[src/design/can_bts_pkg.sv]
// shared types, constants and the segment table of the can bit timing search
package can_bts_pkg;

   // field widths
   localparam int CLK_W    = 27;
   localparam int BAUD_W   = 20;
   localparam int DIVR_W   = 4;
   localparam int TIME_W   = 15;
   localparam int NT_W     = 5;
   localparam int DSEL_W   = 5;
   localparam int BRP_W    = 11;
   localparam int PRESC_W  = 7;
   localparam int CNT_W    = $clog2(CLK_W);
   localparam int ADDR_W   = 3;
   localparam int DATA_W   = 32;

   // search limits
   localparam logic [NT_W-1:0]   NT_MAX    = 5'd24;
   localparam logic [NT_W-1:0]   NT_MIN    = 5'd4;
   localparam logic [NT_W-1:0]   NT_STEP   = 5'd2;
   localparam logic [DSEL_W-1:0] DIV_FIRST = 5'd1;
   localparam logic [DSEL_W-1:0] DIV_MAX   = 5'd16;
   localparam logic [CLK_W-1:0]  PRESC_MAX = 27'd64;
   // prescaler above 16 * 64 can never be split by any divider
   localparam logic [CLK_W-1:0]  BRP_LIMIT = 27'd1024;

   // reset values
   localparam logic [CLK_W-1:0]  RESET_CLK    = 27'd48000000;
   localparam logic [DIVR_W-1:0] RESET_DIV    = 4'd7;
   localparam logic [TIME_W-1:0] RESET_TIMING = 15'd32305;

   // register index of the clock frequency
   localparam logic REG_CLOCK_HZ = 1'b0;

   // divider request from the sequencer
   typedef struct packed {
      logic              start;
      logic [CLK_W-1:0]  dividend;
      logic [BAUD_W-1:0] divisor;
   } div_req_type;

   // divider answer, held until the next start
   typedef struct packed {
      logic              done;
      logic [CLK_W-1:0]  quotient;
      logic [BAUD_W-1:0] remainder;
   } div_rsp_type;

   // phase segments for a nominal bit time: {seg2[2:0], seg1[3:0]}
   function automatic logic [6:0] seg_fields(input logic [NT_W-1:0] nt);
      logic [6:0] segs;
      begin
         unique case (nt)
            5'd24:   segs = {3'd7, 4'd14};
            5'd22:   segs = {3'd6, 4'd13};
            5'd20:   segs = {3'd5, 4'd12};
            5'd18:   segs = {3'd5, 4'd10};
            5'd16:   segs = {3'd4, 4'd9};
            5'd14:   segs = {3'd3, 4'd8};
            5'd12:   segs = {3'd3, 4'd6};
            5'd10:   segs = {3'd2, 4'd5};
            5'd8:    segs = {3'd1, 4'd4};
            5'd6:    segs = {3'd1, 4'd2};
            5'd4:    segs = {3'd0, 4'd1};
            default: segs = 7'd0;
         endcase
         seg_fields = segs;
      end
   endfunction

endpackage

[src/design/can_bts_div.sv]
// bit-serial restoring divider shared by all steps of the search
module can_bts_div (
   input  logic                      clock,
   input  logic                      reset,
   input  can_bts_pkg::div_req_type  div_req,
   output can_bts_pkg::div_rsp_type  div_rsp
);

   logic                            busy_ff, busy_in;
   logic                            done_ff, done_in;
   logic [can_bts_pkg::CNT_W-1:0]   count_ff, count_in;
   logic [can_bts_pkg::CLK_W-1:0]   dvd_ff, dvd_in;
   logic [can_bts_pkg::BAUD_W-1:0]  rem_ff, rem_in;
   logic [can_bts_pkg::BAUD_W-1:0]  dvs_ff, dvs_in;
   logic [can_bts_pkg::BAUD_W:0]    trial;
   logic [can_bts_pkg::BAUD_W:0]    diff;
   logic                            take;

   // one quotient bit per cycle
   assign trial = {rem_ff, dvd_ff[can_bts_pkg::CLK_W-1]};
   assign diff  = trial - {1'b0, dvs_ff};
   assign take  = (trial >= {1'b0, dvs_ff});

   always_comb begin
      busy_in  = busy_ff;
      done_in  = 1'b0;
      count_in = count_ff;
      dvd_in   = dvd_ff;
      rem_in   = rem_ff;
      dvs_in   = dvs_ff;
      if (div_req.start) begin
         busy_in  = 1'b1;
         count_in = can_bts_pkg::CNT_W'(can_bts_pkg::CLK_W - 1);
         dvd_in   = div_req.dividend;
         rem_in   = '0;
         dvs_in   = div_req.divisor;
      end else if (busy_ff) begin
         dvd_in = {dvd_ff[can_bts_pkg::CLK_W-2:0], take};
         rem_in = take ? diff[can_bts_pkg::BAUD_W-1:0] : trial[can_bts_pkg::BAUD_W-1:0];
         if (count_ff == '0) begin
            busy_in = 1'b0;
            done_in = 1'b1;
         end else begin
            count_in = count_ff - 1'b1;
         end
      end
   end

   // control state
   always_ff @(posedge clock) begin
      if (reset) begin
         busy_ff <= 1'b0;
         done_ff <= 1'b0;
      end else begin
         busy_ff <= busy_in;
         done_ff <= done_in;
      end
   end

   // datapath shift registers
   always_ff @(posedge clock) begin
      count_ff <= count_in;
      dvd_ff   <= dvd_in;
      rem_ff   <= rem_in;
      dvs_ff   <= dvs_in;
   end

   assign div_rsp.done      = done_ff;
   assign div_rsp.quotient  = dvd_ff;
   assign div_rsp.remainder = rem_ff;

endmodule

[src/design/can_bts_ctrl.sv]
// search sequencer: walks nominal bit times and clock dividers, holds the result
module can_bts_ctrl (
   input  logic                                clock,
   input  logic                                reset,
   input  logic [can_bts_pkg::CLK_W-1:0]       clock_hz,
   input  logic                                req_valid,
   output logic                                req_ready,
   input  logic [can_bts_pkg::BAUD_W-1:0]      req_baud_rate,
   output logic                                rsp_valid,
   input  logic                                rsp_ready,
   output logic                                rsp_found,
   output logic [can_bts_pkg::DIVR_W-1:0]      rsp_clock_divider,
   output logic [can_bts_pkg::TIME_W-1:0]      rsp_timing_word,
   output can_bts_pkg::div_req_type            div_req,
   input  can_bts_pkg::div_rsp_type            div_rsp
);

   typedef enum logic [4:0] {
      ST_IDLE    = 5'b00001,
      ST_QUANTA  = 5'b00010,
      ST_NOMINAL = 5'b00100,
      ST_DIVIDER = 5'b01000,
      ST_REPORT  = 5'b10000
   } state_type;

   state_type                         state_ff, state_in;
   logic [can_bts_pkg::NT_W-1:0]      nt_ff, nt_in;
   logic [can_bts_pkg::DSEL_W-1:0]    d_ff, d_in;
   logic [can_bts_pkg::CLK_W-1:0]     quanta_ff, quanta_in;
   logic [can_bts_pkg::BRP_W-1:0]     brp_ff, brp_in;
   logic                              found_ff, found_in;
   logic [can_bts_pkg::DIVR_W-1:0]    held_div_ff, held_div_in;
   logic [can_bts_pkg::TIME_W-1:0]    held_timing_ff, held_timing_in;
   logic [can_bts_pkg::NT_W-1:0]      nt_next;
   logic [can_bts_pkg::DSEL_W-1:0]    d_next;
   logic [can_bts_pkg::DSEL_W-1:0]    d_minus;
   logic [can_bts_pkg::PRESC_W-1:0]   presc_minus;
   logic [6:0]                        segs;

   assign nt_next     = nt_ff - can_bts_pkg::NT_STEP;
   assign d_next      = d_ff + 1'b1;
   assign d_minus     = d_ff - 1'b1;
   assign presc_minus = div_rsp.quotient[can_bts_pkg::PRESC_W-1:0] - 1'b1;
   assign segs        = can_bts_pkg::seg_fields(nt_ff);

   // search sequencer
   always_comb begin
      state_in         = state_ff;
      nt_in            = nt_ff;
      d_in             = d_ff;
      quanta_in        = quanta_ff;
      brp_in           = brp_ff;
      found_in         = found_ff;
      held_div_in      = held_div_ff;
      held_timing_in   = held_timing_ff;
      div_req.start    = 1'b0;
      div_req.dividend = quanta_ff;
      div_req.divisor  = {{(can_bts_pkg::BAUD_W - can_bts_pkg::NT_W){1'b0}}, nt_ff};
      unique case (state_ff)
         ST_IDLE: begin
            if (req_valid) begin
               if (req_baud_rate == '0) begin
                  found_in = 1'b0;
                  state_in = ST_REPORT;
               end else begin
                  div_req.start    = 1'b1;
                  div_req.dividend = clock_hz;
                  div_req.divisor  = req_baud_rate;
                  state_in         = ST_QUANTA;
               end
            end
         end
         ST_QUANTA: begin
            if (div_rsp.done) begin
               if (div_rsp.quotient == '0) begin
                  found_in = 1'b0;
                  state_in = ST_REPORT;
               end else begin
                  quanta_in        = div_rsp.quotient;
                  nt_in            = can_bts_pkg::NT_MAX;
                  div_req.start    = 1'b1;
                  div_req.dividend = div_rsp.quotient;
                  div_req.divisor  = {{(can_bts_pkg::BAUD_W - can_bts_pkg::NT_W){1'b0}},
                                      can_bts_pkg::NT_MAX};
                  state_in         = ST_NOMINAL;
               end
            end
         end
         ST_NOMINAL: begin
            if (div_rsp.done) begin
               if (div_rsp.remainder == '0 && div_rsp.quotient <= can_bts_pkg::BRP_LIMIT) begin
                  // nominal time fits, start the divider sweep
                  brp_in           = div_rsp.quotient[can_bts_pkg::BRP_W-1:0];
                  d_in             = can_bts_pkg::DIV_FIRST;
                  div_req.start    = 1'b1;
                  div_req.dividend = div_rsp.quotient;
                  div_req.divisor  = {{(can_bts_pkg::BAUD_W - can_bts_pkg::DSEL_W){1'b0}},
                                      can_bts_pkg::DIV_FIRST};
                  state_in         = ST_DIVIDER;
               end else if (nt_ff == can_bts_pkg::NT_MIN) begin
                  found_in = 1'b0;
                  state_in = ST_REPORT;
               end else begin
                  nt_in            = nt_next;
                  div_req.start    = 1'b1;
                  div_req.dividend = quanta_ff;
                  div_req.divisor  = {{(can_bts_pkg::BAUD_W - can_bts_pkg::NT_W){1'b0}}, nt_next};
               end
            end
         end
         ST_DIVIDER: begin
            if (div_rsp.done) begin
               if (div_rsp.remainder == '0 && div_rsp.quotient <= can_bts_pkg::PRESC_MAX) begin
                  // hit: store divider and packed timing word
                  found_in       = 1'b1;
                  held_div_in    = d_minus[can_bts_pkg::DIVR_W-1:0];
                  held_timing_in = {segs, 2'b00, presc_minus[5:0]};
                  state_in       = ST_REPORT;
               end else if (d_ff != can_bts_pkg::DIV_MAX) begin
                  d_in             = d_next;
                  div_req.start    = 1'b1;
                  div_req.dividend = {{(can_bts_pkg::CLK_W - can_bts_pkg::BRP_W){1'b0}}, brp_ff};
                  div_req.divisor  = {{(can_bts_pkg::BAUD_W - can_bts_pkg::DSEL_W){1'b0}}, d_next};
               end else if (nt_ff == can_bts_pkg::NT_MIN) begin
                  found_in = 1'b0;
                  state_in = ST_REPORT;
               end else begin
                  nt_in            = nt_next;
                  div_req.start    = 1'b1;
                  div_req.dividend = quanta_ff;
                  div_req.divisor  = {{(can_bts_pkg::BAUD_W - can_bts_pkg::NT_W){1'b0}}, nt_next};
                  state_in         = ST_NOMINAL;
               end
            end
         end
         ST_REPORT: begin
            if (rsp_ready) begin
               state_in = ST_IDLE;
            end
         end
         default: begin
            state_in = ST_IDLE;
         end
      endcase
   end

   // control and held state
   always_ff @(posedge clock) begin
      if (reset) begin
         state_ff       <= ST_IDLE;
         found_ff       <= 1'b0;
         held_div_ff    <= can_bts_pkg::RESET_DIV;
         held_timing_ff <= can_bts_pkg::RESET_TIMING;
      end else begin
         state_ff       <= state_in;
         found_ff       <= found_in;
         held_div_ff    <= held_div_in;
         held_timing_ff <= held_timing_in;
      end
   end

   // search working registers
   always_ff @(posedge clock) begin
      nt_ff     <= nt_in;
      d_ff      <= d_in;
      quanta_ff <= quanta_in;
      brp_ff    <= brp_in;
   end

   assign req_ready         = (state_ff == ST_IDLE);
   assign rsp_valid         = (state_ff == ST_REPORT);
   assign rsp_found         = found_ff;
   assign rsp_clock_divider = held_div_ff;
   assign rsp_timing_word   = held_timing_ff;

endmodule

[src/design/can_bit_timing_search.sv]
// top level of the can bit timing search: register port, sequencer and divider
//
// Takes a requested bit rate and finds a CAN bit timing for the programmed
// peripheral clock (csr register 0, byte address 0, reset 48 MHz). One item is
// worked on at a time; a new request is taken once the previous result transfer
// is done. All arithmetic runs through one bit-serial divider: one division for
// clock / bit rate, one for each nominal bit time tried (24 down to 4), and up
// to sixteen more for the clock divider sweep of a nominal time whose prescaler
// is at most 1024. A zero bit rate goes to the report without any division. On a
// miss the result reports found = 0 with the previously stored divider and
// timing word.
module can_bit_timing_search (
   input  logic                                clock,
   input  logic                                reset,
   input  logic                                req_valid,
   output logic                                req_ready,
   input  logic [can_bts_pkg::BAUD_W-1:0]      req_baud_rate,
   output logic                                rsp_valid,
   input  logic                                rsp_ready,
   output logic                                rsp_found,
   output logic [can_bts_pkg::DIVR_W-1:0]      rsp_clock_divider,
   output logic [can_bts_pkg::TIME_W-1:0]      rsp_timing_word,
   input  logic                                csr_psel,
   input  logic                                csr_penable,
   input  logic                                csr_pwrite,
   input  logic [can_bts_pkg::ADDR_W-1:0]      csr_paddr,
   input  logic [can_bts_pkg::DATA_W-1:0]      csr_pwdata,
   output logic [can_bts_pkg::DATA_W-1:0]      csr_prdata,
   output logic                                csr_pready
);

   logic [can_bts_pkg::CLK_W-1:0]  clock_hz_ff, clock_hz_in;
   logic                           csr_write;
   logic                           csr_hit;
   can_bts_pkg::div_req_type       div_req;
   can_bts_pkg::div_rsp_type       div_rsp;

   // register port decode
   assign csr_pready = 1'b1;
   assign csr_write  = csr_psel & csr_penable & csr_pwrite & csr_pready;
   assign csr_hit    = (csr_paddr[2] == can_bts_pkg::REG_CLOCK_HZ);

   always_comb begin
      clock_hz_in = clock_hz_ff;
      if (csr_write && csr_hit) begin
         clock_hz_in = csr_pwdata[can_bts_pkg::CLK_W-1:0];
      end
   end

   always_ff @(posedge clock) begin
      if (reset) begin
         clock_hz_ff <= can_bts_pkg::RESET_CLK;
      end else begin
         clock_hz_ff <= clock_hz_in;
      end
   end

   // read back
   assign csr_prdata = csr_hit ?
      {{(can_bts_pkg::DATA_W - can_bts_pkg::CLK_W){1'b0}}, clock_hz_ff} : '0;

   can_bts_ctrl u_ctrl (
      .clock             (clock),
      .reset             (reset),
      .clock_hz          (clock_hz_ff),
      .req_valid         (req_valid),
      .req_ready         (req_ready),
      .req_baud_rate     (req_baud_rate),
      .rsp_valid         (rsp_valid),
      .rsp_ready         (rsp_ready),
      .rsp_found         (rsp_found),
      .rsp_clock_divider (rsp_clock_divider),
      .rsp_timing_word   (rsp_timing_word),
      .div_req           (div_req),
      .div_rsp           (div_rsp)
   );

   can_bts_div u_div (
      .clock   (clock),
      .reset   (reset),
      .div_req (div_req),
      .div_rsp (div_rsp)
   );

endmodule

[config.mk]
export PLATFORM = sky130hd
export DESIGN_NAME = can_bit_timing_search
export DESIGN_NICKNAME = d
export VERILOG_FILES = /design/src/design/can_bts_pkg.sv /design/src/design/can_bts_div.sv /design/src/design/can_bts_ctrl.sv /design/src/design/can_bit_timing_search.sv
export SDC_FILE = /design/constraint.sdc
export NUM_CORES = 1
export LEC_CHECK = 0
export BUFFER_PORTS_ARGS = -buffer_cell sky130_fd_sc_hd__buf_2
export CAP_MARGIN = 20
export CORE_MARGIN = 10
export CORE_UTILIZATION = 35
export CTS_BUF_LIST = sky130_fd_sc_hd__clkbuf_8 sky130_fd_sc_hd__clkbuf_16
export DETAILED_ROUTE_END_ITERATION = 7
export RECOVER_POWER = 100
export SLEW_MARGIN = 20
export SYNTH_ARGS = -nofsm -noshare
export SYNTH_HDL_FRONTEND = slang
export SYNTH_SLANG_ARGS = --single-unit
[constraint.sdc]
create_clock -name clock -period 3.4 [get_ports clock]
set_input_delay 0.68 -clock clock [delete_from_list [all_inputs] [get_ports clock]]
set_output_delay 0.68 -clock clock [all_outputs]
set_load 0.01 [all_outputs]
# Yosys cells after proc, flatten, opt, wreduce, memory -nomap -nowiden
# Memory sizes are Yosys's and may differ from the RTL's. A register that Yosys moved wholly into a read port is not among the register bits.
# Index checks and enable logic that the tools add are counted.
word_totals:
  reg_bits: 172
  latchBits: 0
  in_bits: 62
  ramBits: 0
  out_inout_bits: 55
  mem_bits_ro: 224
  word_cells: 134
  memories: 1
memory_table:
  columns: ["memory", "words", "word_bits", "read_ports", "rd_ports_with_merged_regs", "write_ports", "line", "rtl"]
  rows:
  - ["(name not given)", 32, 7, 1, 1, 0, "can_bts_pkg.sv:53", "unique case (nt)"]
classes:
  multipliers: 0
  muxes: 58
  order_cmp: 3
  add_sub_neg: 6
  n_bitwise: 6
  n_div: 0
  n_reduce_logical: 21
  shift: 0
  eq_ne: 24
ops:
  columns: ["op", "count"]
  rows:
  - ["two-way mux 48 bit", 10]
  - ["one-hot mux 48 bit (4 select lines)", 1]
  - ["two-way mux 5 bit", 25]
  - ["two-way mux 27 bit", 3]
  - ["zero test 20 bit", 2]
  - ["<= comparator 27 x 11 -> 1 bit, second input constant", 1]
  - ["<= comparator 27 x 7 -> 1 bit, second input constant", 1]
  - ["zero test 27 bit", 1]
  - ["one-hot mux 5 bit (5 select lines)", 1]
  - [">= comparator 21 x 20 -> 1 bit", 1]
  - ["two-way mux 20 bit", 1]
  - ["subtractor 20 bit", 1]
  - ["!= test 2 x 1 -> 1 bit, second input constant", 8]
  - ["one-hot mux 5 bit (3 select lines)", 1]
  - ["two-way mux 1 bit", 14]
  - ["AND reduction 3 bit", 4]
  - ["equality test 5 x 3 -> 1 bit, second input constant", 2]
  - ["!= test 2 bit, second input constant", 5]
  - ["one-hot mux 5 bit (2 select lines)", 1]
  - ["AND reduction 9 bit", 1]
  - ["!= test 4 bit, second input constant", 2]
  - ["AND reduction 8 bit", 1]
  - ["AND reduction 7 bit", 1]
  - ["AND reduction 6 bit", 1]
  - ["22 further kinds", 29]

# Longest topological paths before layout
logic_depth:
  ltp_word: 8
  ltp_mapped: 12
  mapped_depth_nobuf: 11

# Modules after synthesis
# A second synthesis with hierarchy kept.
unflattened:
  hier_cells: 1025
  hier_area_um2: 10040.9
modules_own_cells:
  columns: ["module", "n_inst", "cells_each", "area_per_inst_um2", "seq_area_each_um2"]
  rows:
  - ["can_bts_div", 1, 429, 4356.7, 1951.9]
  - ["can_bts_ctrl", 1, 441, 4255.3, 1871.8]
  - ["can_bit_timing_search", 1, 155, 1428.9, 540.5]

# Least setup slack after synthesis
# Ideal clock, no wire load.
synth_path:
  path_type: "flip-flop to flip-flop"
  startpoint: "register u_div.dvd_ff[7] (netlist bit)"
  endpoint: "register u_div.dvd_ff[10] (netlist bit) (data pin)"
  arrival_time_ns: 3.132
  path_stages_with_launch: 10
  required_ns: 3.099
  setup_slack_ns: -0.034
  path_buffers: 2
  setup_time_ns: 0.301
  cell_sequence: "edfxtp_1 > or4_1 > o41a_1 > or4_1 > buf_2 > o22ai_1 > nor2_1 > inv_2 > buf_1 > a21oi_1"
synth_rtl:
  columns: ["element", "line", "rtl"]
  rows:
  - ["start, declared", "can_bts_div.sv:12", "logic [can_bts_pkg::CLK_W-1:0] dvd_ff, dvd_in;"]
  - ["start signal, assigned", "can_bts_div.sv:63", "dvd_ff <= dvd_in;"]

# Worst setup path in the final report
layout_path:
  startpoint: "register u_div.dvd_ff[6] (netlist bit)"
  endpoint: "register u_div.dvd_ff[19] (netlist bit) (data pin)"
layout_via:
  elab_chain_len: 6
  elab_cells_between_ends: 13
  classes_between: "order compare (2); mux (8); reduce/logical (3)"
layout_rtl:
  columns: ["element", "line", "rtl"]
  rows:
  - ["<= comparator 27 x 7 -> 1 bit / <= comparator 27 x 11 -> 1 bit (equally long branches)", "can_bts_ctrl.sv:113, can_bts_ctrl.sv:91", null]
  - ["logical AND 1 bit, on equally long branches", "can_bts_ctrl.sv:113, can_bts_ctrl.sv:91", null]
  - ["two-way mux 48 bit, on equally long branches", "can_bts_ctrl.sv:113, can_bts_ctrl.sv:91", null]
  - ["two-way mux 48 bit, on equally long branches", "can_bts_ctrl.sv:112, can_bts_ctrl.sv:90", null]
  - ["one-hot mux 48 bit (4 select lines) (*)", "can_bts_ctrl.sv:59", "unique case (state_ff)"]
  - ["two-way mux 27 bit (*)", "can_bts_div.sv:31", "if (div_req.start) begin"]
  - ["net u_div.dvd_in, one bit", "can_bts_div.sv:12", null]
# The timed path passes the listed nets; every way through them passes the cells marked *. The select of a mux whose other input is x is not followed.
# A chain may end at the register's enable or synchronous reset.

==> reports/metrics.cfg <==
[outcome]
status=complete, no violations

[clock_tree]
cts.path.max_buffers=2
cts_sinks=171
clkTransAtPathRegs_ns=0.07
cts_tree=built
cts_buffers=17
cts_root_buffer=clkbuf_16
htreeDepth=4
clkLatencyLatePin_ns=0.43

[grt]
grt_pass1_wl_um=37900
antenna_found_initial=0
grt_pass1_vias=7170
grt-ovfl-total=0
grt_max_degree=53
grt_use_total_pct=14.1

[power]
powerDensity_nw_per_um2=843
pwr-share-comb_pct=41.2
p_total_mw=8.74
vdd_drop_max_uv=342
swShare_pct=38.6
leakage_nw=3.96
intPower_mw=5.36
p_clk_share_pct=21.9
p_sw_mw=3.38
power_frac_seq_pct=36.9

[critical_path]
crit_arrival_ns=3.37
cp-end-kind=flip-flop
reg2reg_depth=7
critPathKind=reg -> reg
worstPathRequired_ns=3.57
worstReg2RegEnd=u_div.dvd_ff[19]
rrSetupSlack_ns=0.20
startpoint=u_div.dvd_ff[6]
path_max_fanout=16
crit_end=u_div.dvd_ff[19]
r2r-start=u_div.dvd_ff[6]
crit_path_start_kind=flip-flop

[die]
rows=58
coreArea_um2=25200
dieArea_um2=32400
die_y_um=180
io_pins=117
initial_core_util_pct=35.6
dieWidth_um=180

[sta]
tns_ns=0
relSlewSlack_pct=14.3
slew_violations=0
fin_crit_ns=3.20
hold_viol_final=0
setup_ws_ns=0.197
hold_ws_ns=0.458
rsz0062_at_grt=false
clock_skew_ns=0.0151
timing.fmax_ghz=0.312
worst_pin_slew_ns=1.29
min_period_over_period_pct=94.2
setup_viol=0

[yosys]
async_flop_share_pct=0
synth_area_um2=8960
synth_edf_count=94
seq_area_frac_synth_pct=48.7
syn_inst=922
synth.distinct_cells=68
ys_seq_elements=171
yosys_warnings=0
synth_flop_cell=edfxtp_1
synth.avg_cell_area_um2=9.71

[drt]
routedWlPerCell_um=17.3
via_per_inst=5.30
first_pass_iters=7
drt-initial-drc-count=502
drtAntennaViolNets=0
num_vias=7219
routed_wl_um=23600
drc_errors=0

[layout]
final_util_pct=41.1
layout_commonest_cell=nand2_1
stdcell_count=1362
antenna_cells=0
final_cell_area_um2=10400
layout-drive-gt1-share_pct=12.2
nets=1114
mostFrequentLayoutCells=95 x nand2_1, 94 x edfxtp_1, 77 x dfxtp_1, 74 x nor2_1, 73 x a21oi_1
area_delta_synth_final_pct=15.7

[flow_run]
maxCapViolCount=0

[hold_path]
hold_path.class=in -> reg

[placement]
dpl.cell_count=1330
hpwl_um=16700
place_congestion=0.935
placed_area_um2=9900
io_buffers=101
dp_slack_ns=0.223

how the worst min path moves through the flow:
stage	from	to	slack, ns	cells past startpoint
floorplan	clock_hz_ff[0]	clock_hz_ff[0]	0.44	2
global placement	u_ctrl.rsp_timing_word[12]	u_ctrl.rsp_timing_word[12]	0.44	1
detailed placement	u_ctrl.rsp_timing_word[13]	u_ctrl.rsp_timing_word[13]	0.45	1
CTS	csr_pwdata[18]	clock_hz_ff[18]	0.45	3
global route	csr_pwdata[13]	clock_hz_ff[13]	0.46	3
finish	csr_pwdata[22]	clock_hz_ff[22]	0.46	3
per-layer routing:
| layer | part of all wire (%) | track usage, % | wire [um] |
|---|---|---|---|
| met5 | 0 | 0 | 0 |
| met4 | 1.9 | 4.70 | 445 |
| met3 | 4.7 | 2.97 | 1110 |
| met2 | 49 | 24.1 | 11600 |
| met1 | 44 | 17.2 | 10500 |
cell usage after synthesis, drive strengths merged, types with 4 or more instances:
| cell type | instances | area, um^2 |
|---|---|---|
| a311oi | 4 | 35.0 |
| nor4 | 18 | 113 |
| mux2i | 19 | 190 |
| xnor2 | 18 | 158 |
| or4 | 4 | 30.0 |
| o21ai | 42 | 210 |
| o21a | 5 | 37.5 |
| edfxtp | 94 | 2820 |
| a31oi | 12 | 75.1 |
| dfxtp | 77 | 1540 |
| ha | 32 | 400 |
| or3 | 5 | 31.3 |
| nand3b | 15 | 113 |
| a211oi | 9 | 67.6 |
| a211o | 14 | 123 |
| a222oi | 27 | 270 |
| nand3 | 16 | 80.1 |
| nor3 | 13 | 65.1 |
| mux2 | 12 | 135 |
| nor2 | 74 | 278 |
| clkbuf | 43 | 161 |
| a21oi | 73 | 365 |
| nand2b | 6 | 37.5 |
| nand2 | 95 | 357 |
| and2 | 16 | 100 |
| xor2 | 13 | 114 |
| a21o | 6 | 45.0 |
| nor2b | 31 | 194 |
| inv | 51 | 191 |
| nand4 | 5 | 31.3 |
| o211ai | 4 | 30.0 |
| buf | 18 | 113 |
| and3 | 9 | 56.3 |
power groups by stage:
stage,Clock (mW),Sequential [mW],Combinational (mW)
floorplan,0,3.13,2.75
global placement,0,3.26,3.57
detailed placement,0,3.26,3.61
CTS,1.96,3.23,3.64
global route,2.03,3.30,4.04
finish,1.91,3.23,3.60
worst max-delay path, cell delays in order, from the launching register on:
cell and delay, ns:
edfxtp_1 0.45, or4_1 0.56, o41a_1 0.39, or4_1 0.43, a221o_1 0.39, o22a_2 0.37, a222oi_1 0.27, inv_1 0.08
layout make-up:
type,count,area (um^2)
fillers,2499,14800
flip-flops and latches,171,4360
multi-input cells,645,4170
repair buffers,133,642
clock buffers,19,464
well taps,330,413
inverters,51,191
clock inverters,13,110
sequential cells by signal, summed over array words and instances (netlist names):
signal and cells:
clock_hz_ff 27, u_ctrl.brp_ff 11, u_ctrl.d_ff 5, u_ctrl.nt_ff 4, u_ctrl.quanta_ff 27, u_ctrl.rsp_clock_divider 4
u_ctrl.rsp_found 1, u_ctrl.rsp_timing_word 13, u_ctrl.state_ff 5, u_div.busy_ff 1, u_div.count_ff 5, u_div.done_ff 1
u_div.dvd_ff 27, u_div.dvs_ff 20, u_div.rem_ff 20
cell families (layout without fill, tap and decap cells):
group           after synthesis  in the layout  share of synthesized area, %
fa+ha+maj                    33             33                          4.69
flops                       171            171                          48.7
compound gates              221            221                          16.5
mux                          32             32                          3.88
simple gates                320            320                          17.9
other cells                   2              8                        0.0839
xor+xnor                     31             31                          3.03
buf+inv                     112            216                          5.20
repair_timing:
| action | CTS | global route |
|---|---|---|
| setup endpoints to repair | 0 | 6 |
| setup buffers | 0 | 0 |
| resized for setup | 0 | 3 |
| hold buffers | 0 | 0 |
Note: power is estimated with default switching activity, not from simulation.
